[config.mk]
export PLATFORM = sky130hd
export DESIGN_NAME = jbdr_ctrl
export DESIGN_NICKNAME = d
export VERILOG_FILES = /design/src/hdl/jbdr_pkg.sv /design/src/hdl/jbdr_ctrl.sv
export SDC_FILE = /design/constraint.sdc
export NUM_CORES = 1
export LEC_CHECK = 0
export BUFFER_PORTS_ARGS = -buffer_cell sky130_fd_sc_hd__buf_2
export CELL_PAD_IN_SITES_DETAIL_PLACEMENT = 1
export CELL_PAD_IN_SITES_GLOBAL_PLACEMENT = 2
export CORE_AREA = 8 8 62 64
export CTS_BUF_LIST = sky130_fd_sc_hd__clkbuf_8
export CTS_CLUSTER_SIZE = 14
export DETAILED_ROUTE_END_ITERATION = 8
export DIE_AREA = 0 0 70 72
export MAX_ROUTING_LAYER = met4
export PLACE_DENSITY_LB_ADDON = 0.15
export SLEW_MARGIN = 25
export SYNTH_ARGS = -nofsm -noshare
export SYNTH_HDL_FRONTEND = slang
export SYNTH_SLANG_ARGS = --single-unit
[constraint.sdc]
create_clock -name clk -period 1.4 [get_ports clk]
set_clock_uncertainty 0.05 [all_clocks]
set_input_delay 0.14 -clock clk [delete_from_list [all_inputs] [get_ports clk]]
set_output_delay 0.14 -clock clk [all_outputs]
set_load 0.005 [all_outputs]
[src/hdl/jbdr_pkg.sv]
`default_nettype none
// ----------------------------------------------------------------------------
// jbdr_pkg
// Shared constants, weight tables and controller/datapath types of the
// joint bilateral depth refinement block.
// ----------------------------------------------------------------------------
package jbdr_pkg;

  localparam int DEF_MAX_WIDTH = 1024;
  localparam int WEIGHT_BITS   = 16;
  localparam int WIN_TAPS      = 5;
  localparam int ROW_SLOTS     = 6;
  localparam int SLOT_W        = 3;
  localparam int DEPTH_W       = 16;
  localparam int GUIDE_W       = 8;
  localparam int PIX_W         = DEPTH_W + GUIDE_W;
  localparam int FW_W          = 11;
  localparam int FH_W          = 12;
  localparam int CFG_IDX_W     = 2;
  localparam int CFG_DATA_W    = 16;
  localparam int SUMW_W        = 21;
  localparam int SUMV_W        = SUMW_W + DEPTH_W;
  localparam int Q_W           = DEPTH_W;
  // sum*10000 <= 2^WEIGHT_BITS is the same as sum <= floor(2^WEIGHT_BITS/10000)
  localparam int WMIN          = (1 << WEIGHT_BITS) / 10000;

  localparam logic [CFG_IDX_W-1:0] CFG_FRAME_WIDTH = 2'd0;
  localparam logic [CFG_IDX_W-1:0] CFG_FRAME_HEIGHT = 2'd1;
  localparam logic [CFG_IDX_W-1:0] CFG_THRESHOLD = 2'd2;
  localparam logic [CFG_IDX_W-1:0] CFG_GUIDE_EN = 2'd3;

  localparam logic OP_PIXEL = 1'b0;
  localparam logic OP_FLUSH = 1'b1;

  localparam logic [FW_W-1:0]    RST_FRAME_WIDTH  = 11'd256;
  localparam logic [FH_W-1:0]    RST_FRAME_HEIGHT = 12'd192;
  localparam logic [DEPTH_W-1:0] RST_THRESHOLD    = 16'd50;

  typedef enum logic [1:0] {SEL_ZERO, SEL_CENTER, SEL_QUOT} res_sel_t;

  typedef struct packed {
    logic     accept;
    logic     rd_center;
    logic     ld_center;
    logic     rd_tap;
    logic     mul_tap;
    logic     acc_tap;
    logic     div_start;
    logic     div_step;
    logic     emit;
    res_sel_t sel;
  } dp_cmd_t;

  typedef struct packed {
    logic due;
    logic c_invalid;
    logic guide_off;
    logic low_sum;
    logic tap_last;
    logic out_free;
  } dp_stat_t;

  function automatic logic [31:0] q31_mul(input logic [31:0] a, input logic [31:0] b);
    logic [63:0] p;
    p = {32'd0, a} * {32'd0, b} + 64'h4000_0000;
    return p[62:31];
  endfunction

  function automatic logic [WEIGHT_BITS-1:0] to_rom(input logic [31:0] t);
    logic [32:0] v;
    v = ({1'b0, t} + 33'(1 << (30 - WEIGHT_BITS))) >> (31 - WEIGHT_BITS);
    if (v > 33'((1 << WEIGHT_BITS) - 1)) begin
      v = 33'((1 << WEIGHT_BITS) - 1);
    end
    return v[WEIGHT_BITS-1:0];
  endfunction

  // exp(-d2/8) for d2 = 0..8
  function automatic logic [9*WEIGHT_BITS-1:0] gen_spatial();
    logic [9*WEIGHT_BITS-1:0] r;
    logic [31:0] t;
    r = '0;
    t = 32'h8000_0000;
    for (int i = 0; i < 9; i++) begin
      r[i*WEIGHT_BITS +: WEIGHT_BITS] = to_rom(t);
      t = q31_mul(t, 32'd1895147668);
    end
    return r;
  endfunction

  // exp(-g*g/1250) for g = 0..255
  function automatic logic [256*WEIGHT_BITS-1:0] gen_range();
    logic [256*WEIGHT_BITS-1:0] r;
    logic [31:0] t;
    logic [31:0] p;
    logic [31:0] k2;
    r = '0;
    t = 32'h8000_0000;
    p = 32'd2145766348;
    k2 = q31_mul(32'd2145766348, 32'd2145766348);
    for (int i = 0; i < 256; i++) begin
      r[i*WEIGHT_BITS +: WEIGHT_BITS] = to_rom(t);
      t = q31_mul(t, p);
      p = q31_mul(p, k2);
    end
    return r;
  endfunction

  localparam logic [9*WEIGHT_BITS-1:0]   SPATIAL_ROM = gen_spatial();
  localparam logic [256*WEIGHT_BITS-1:0] RANGE_ROM   = gen_range();

endpackage
`default_nettype wire

[src/hdl/jbdr_ctrl.sv]
`default_nettype none
// ----------------------------------------------------------------------------
// jbdr_ctrl
// Sequencer: takes an item and, when a result is due, walks the 25 window
// taps, runs the divider and hands the result to the output register.
// ----------------------------------------------------------------------------
module jbdr_ctrl (
  input  wire logic              clk,
  input  wire logic              rst,
  input  wire logic              s_tvalid,
  output logic                   s_tready,
  output jbdr_pkg::dp_cmd_t      cmd,
  input  wire jbdr_pkg::dp_stat_t stat
);
  import jbdr_pkg::*;

  typedef enum logic [3:0] {
    S_IDLE, S_CHECK, S_CRD, S_CLD, S_TRD, S_TMUL, S_TACC, S_WCHK, S_DIV, S_EMIT
  } state_t;

  state_t               state;
  res_sel_t             sel;
  logic [$clog2(Q_W)-1:0] div_cnt;

  assign s_tready = (state == S_IDLE);

  always_comb begin
    cmd = '0;
    cmd.sel = sel;
    case (state)
      S_IDLE: cmd.accept    = s_tvalid;
      S_CRD:  cmd.rd_center = 1'b1;
      S_CLD:  cmd.ld_center = 1'b1;
      S_TRD:  cmd.rd_tap    = 1'b1;
      S_TMUL: cmd.mul_tap   = 1'b1;
      S_TACC: cmd.acc_tap   = 1'b1;
      S_WCHK: cmd.div_start = !stat.low_sum;
      S_DIV:  cmd.div_step  = 1'b1;
      S_EMIT: cmd.emit      = stat.out_free;
      default: cmd = '0;
    endcase
  end

  always_ff @(posedge clk) begin
    if (rst) begin
      state   <= S_IDLE;
      sel     <= SEL_ZERO;
      div_cnt <= '0;
    end else begin
      case (state)
        S_IDLE: if (s_tvalid) state <= S_CHECK;
        S_CHECK: state <= stat.due ? S_CRD : S_IDLE;
        S_CRD: state <= S_CLD;
        S_CLD: begin
          if (stat.c_invalid) begin
            sel   <= SEL_ZERO;
            state <= S_EMIT;
          end else if (stat.guide_off) begin
            sel   <= SEL_CENTER;
            state <= S_EMIT;
          end else begin
            state <= S_TRD;
          end
        end
        S_TRD: state <= S_TMUL;
        S_TMUL: state <= S_TACC;
        S_TACC: state <= stat.tap_last ? S_WCHK : S_TRD;
        S_WCHK: begin
          div_cnt <= '0;
          if (stat.low_sum) begin
            sel   <= SEL_CENTER;
            state <= S_EMIT;
          end else begin
            state <= S_DIV;
          end
        end
        S_DIV: begin
          div_cnt <= div_cnt + 1'b1;
          if (div_cnt == ($clog2(Q_W))'(Q_W - 1)) begin
            sel   <= SEL_QUOT;
            state <= S_EMIT;
          end
        end
        S_EMIT: if (stat.out_free) state <= S_IDLE;
        default: state <= S_IDLE;
      endcase
    end
  end

endmodule
`default_nettype wire

---- Yosys cells after proc, flatten, opt, wreduce, memory -nomap -nowiden ----
Cells that the tools add are included.
storage, ports and cells
  logic and storage cells ................. 51
  output and inout bits ................... 12
  register bits ........................... 10
cells by class
  reductions and logical operators ........ 7
  equality and inequality tests ........... 15
  multiplexer cells ....................... 25
  add/sub/neg operators ................... 1
operator list
  cell                                            count
  case mux 4 bit (10 select lines)                1
  two-way mux 4 bit                               5
  == test 4 x 3 -> 1 bit (second input constant)  4
  two-way mux 2 bit                               7
  == test 4 bit (second input constant)           3
  two-way mux 1 bit                               10
  OR reduction 9 bit                              1
  == test 4 x 2 -> 1 bit (second input constant)  2
  inequality test 2 bit (second input constant)   4
  case mux 4 bit (2 select lines)                 1
  case mux 2 bit (3 select lines)                 1
  adder 4 x 1 -> 4 bit (second input constant)    1
  == test 4 x 1 -> 1 bit (second input constant)  1
  zero test 4 bit                                 1
  AND reduction 4 bit                             1
  inequality test 3 bit (second input constant)   1
  AND reduction 3 bit                             1
  nonzero test 3 bit                              1
  nonzero test 2 bit                              1
  zero test 1 bit                                 1

---- Logic depth before layout (Yosys ltp) ----
  depth after elaboration ................. 3
  mapped depth ............................ 6

---- Least setup slack after synthesis ----
Ideal clock, no wire load.
  path type ............................... reg2reg
  start point ............................. reg div_cnt[0]
  end point ............................... reg state[0]
  cell stages (with the launch flop) ...... 6
  setup slack ............................. -16 ps
  arrival time ............................ 1280 ps
  library setup time ...................... 86 ps
  period minus slack after synthesis ...... 1416 ps
  path through ............................ dfxtp_1 > ha_1 > nand3_1 > a222oi_1 > o21ai_1 > a211oi_1
on the way
  longest elaborated chain between the ends .. 3
ends and longest elaborated chain
  element                                 line             source
  start: declaration                      jbdr_ctrl.sv:23  logic [$clog2(Q_W)-1:0] div_cnt;
  start signal: assignment                jbdr_ctrl.sv:78  div_cnt <= div_cnt + 1'b1;
  == test 4 bit                           jbdr_ctrl.sv:79  if (div_cnt == ($clog2(Q_W))'(Q_W - 1)) begin
  inequality test 2 bit (no source line)  -
  AND reduction 3 bit (no source line)    -
  end signal: assignment                  jbdr_ctrl.sv:52  S_CHECK: state <= stat.due ? S_CRD : S_IDLE;
  end signal: assignment                  jbdr_ctrl.sv:67  S_TACC: state <= stat.tap_last ? S_WCHK : S_TRD;
  end: declaration                        jbdr_ctrl.sv:21  state_t state;
Every way passes these cells.
A chain may end at the register's enable or synchronous reset.

==> flow_metrics.py <==
metrics = {
    "run_status": {
        "status": "finished, violations left",
        "violations": "negative setup slack",
    },
    "power_and_ir_drop": {
        "p_total_w": 0.000815,
        "pwr-share-clk_pct": 43.5,
        "ir_drop_v": 0.000669,
        "pwr-share-comb_pct": 20.0,
        "power_switching_w": 0.000195,
        "power_density_nw_per_um2": 734,
        "power_frac_seq_pct": 36.5,
        "p_leak_nw": 0.496,
        "power.internal_w": 0.000620,
        "swShare_pct": 24.0,
    },
    "clock_network": {
        "ctsHtreeMaxLevel": 1,
        "clock-sinks": 10,
        "cts-root-buf": "clkbuf_8",
        "clock_path_buffers": 2,
        "clock_latency_ns": 0.23,
        "cts_tree": "built",
        "cts-hold-fix-buffers": 0,
        "numCtsBuffers": 3,
        "clkTransAtPathRegs_ns": 0.05,
    },
    "placed_design": {
        "place_area_um2": 938,
        "place_hpwl_mm": 1.86,
        "port_buffers": 20,
        "placed_cells": 153,
        "place_congestion": 0.742,
    },
    "global_route": {
        "grt_pass1_vias": 920,
        "grtUsageTotal_pct": 9.60,
        "grt_overflow": 0,
        "antenna_found_initial": 0,
        "grt_max_degree": 11,
        "grt_pass1_wl_mm": 4.03,
    },
    "synth": {
        "synth_area_um2": 683,
        "netlist_instances": 86,
        "ys_seq_area_share_pct": 29.3,
        "synth-seq-cells": 10,
        "yosys_warnings": 0,
        "synth.net_count": 96,
        "syn_avg_cell_area_um2": 7.94,
        "synth_cell_types": 35,
    },
    "timing": {
        "period_minus_slack_ns": 1.50,
        "tightest_slew_ns": 0.379,
        "fin_crit_sh_pct": 107,
        "rsz0062_at_grt": "yes",
        "fmax_mhz": 667,
        "max-slew-margin-rel_pct": 74.6,
        "setup_viol_count_final": 7,
        "setup_slack_ns": -0.0986,
        "hold_ws_ns": 0.175,
        "hold_violations": 0,
        "finalMaxSlewViolations": 0,
    },
    "die": {
        "core.rowCount": 20,
        "start_util_pct": 23.5,
        "ios": 21,
        "die-width_um": 70,
        "die_y_um": 72,
        "dieArea_um2": 5040,
        "coreArea_um2": 2900,
    },
    "routing": {
        "firstDrtPassIters": 4,
        "drc": 0,
        "num_vias": 780,
        "routed_wl_mm": 2.32,
        "ant_nets": 0,
        "first_iter_violations": 22,
        "vias_per_cell": 4.84,
        "wl_per_cell_um": 14.4,
    },
    "setup_path": {
        "worstPathCellList": "buf_6 > nor2_4 > mux2i_1 > and2_1 > buf_2",
        "worstSetupPathType": "reg2out",
        "worst_ep_arrival_time_ns": 1.31,
        "crit_required_ns": 1.21,
        "cp_max_fo": 4,
        "critical-path-top-delay-family": "flip-flops",
        "cpMaxStageDelayCell": "dfxtp_4",
        "critical_path.endpoint_type": "primary output",
        "path_buf_inv": 2,
        "startpoint_type": "register",
        "max_stage_delay_ns": 0.36,
    },
    "finish": {
        "fin_util_pct": 38.2,
        "syn2layout_area_growth_pct": 62.5,
        "layout_common_cells": "21 x buf_4, 19 x buf_2, 10 x a21oi_1, 9 x nor2_1, 5 x dfxtp_1",
        "layout-drive-gt1-share_pct": 52.3,
        "fin_area_um2": 1110,
        "num_antenna_cells": 0,
        "finalNonFillerCells": 161,
        "final_nets": 139,
        "layout_commonest_cell": "buf_4",
    },
    "run": {
        "timing.max_cap.violations": 0,
    },
    "worst_hold_path": {
        "hp-class": "in2reg",
    },
}
sequential cells by signal (all words and copies together) (netlist names):
name and cells:
sel 2, state 4, div_cnt 4
layer usage:
layer,global-route usage [%],routed length [um],share of wire [%],vias up
li1,-,-,-,397
met1,10.6,1020,44,366
met2,16.5,1190,51,17
met3,2.86,109,4.7,0
met4,2.46,0,0,0
met5,-,0,0,-
layout make-up:
cell class	count	area, um^2
Timing Repair Buffer	45	313
Fill cell	375	1790
Tap cell	33	41.3
Multi-Input combinational cell	66	475
Clock buffer	4	55.1
Sequential cell	10	211
Inverter	3	13.8
power groups by stage:
| stage | Combinational (W) | Clock (W) | Sequential, W |
|---|---|---|---|
| after global routing | 0.000180 | 0.000378 | 0.000298 |
| final | 0.000163 | 0.000354 | 0.000298 |
| after detailed placement | 0.000138 | 0 | 0.000304 |
| after floorplan | 0.0000757 | 0 | 0.000301 |
| after global placement | 0.000138 | 0 | 0.000304 |
| after CTS | 0.000158 | 0.000366 | 0.000297 |
worst reg2reg max path: cells and delay by family (launching register included):
kind / cells / cell delay, ns
AOI/OAI and AO/OA: 3 / 0.46
DFF: 1 / 0.36
and+or+nand+nor: 1 / 0.46
kinds of logic after synthesis:
family	count (synthesis)	share of synthesized area, %
compound gates	23	21.2
simple gates	39	34.4
mux	3	4.40
buf+inv	10	8.79
flops	10	29.3
fa+ha+maj	1	1.83
Yosys cell counts, drive strengths merged:
cell,count,area share [%]
nand4b,1,1.3
buf,5,5.7
or3,1,0.92
a41oi,1,1.3
nor4,1,0.92
inv,3,2.0
and2,3,2.7
clkbuf,2,1.1
o2111ai,1,1.3
a222oi,1,1.5
nand4,1,3.1
o2bb2ai,1,1.3
a31oi,2,1.8
dfxtp,10,29
mux2i,3,4.4
a21oi,11,8.6
nand3,3,2.2
nand2,5,2.7
nor4b,1,3.5
o21ai,3,2.2
ha,1,1.8
nand2b,1,0.92
nor2,10,5.5
nor3,6,4.4
nand3b,2,2.2
a22oi,1,1.1
nor2b,3,2.7
and4,1,1.3
a211oi,2,2.2
repair_timing:
action | CTS | global route
buffers inserted | 4 | 0
resized for setup | 16 | 7
pin swaps | 6 | 1
endpoints found under the setup margin | 17 | 20
stage by stage:
stage	TNS [ns]	setup WS, ns
final	-0.358	-0.0986
after global routing	-1.43	-0.188
after CTS	-0.470	-0.113
after detailed placement	-0.222	-0.0693
after global placement	-0.0990	-0.0497
after floorplan	0	0.00836
worst paths after layout:
| kind | slack (ns) | cells after the start | endpoint | start |
|---|---|---|---|---|
| setup / recovery | -0.1 | 5 | cmd[1] | state[2] |
| hold reg to reg | 0.41 | 2 | sel[1] | sel[1] |
| hold / removal | 0.17 | 2 | sel[0] | rst |
| setup reg to reg | -0.05 | 4 | sel[0] | state[2] |
(Power assumes the default switching activity.)
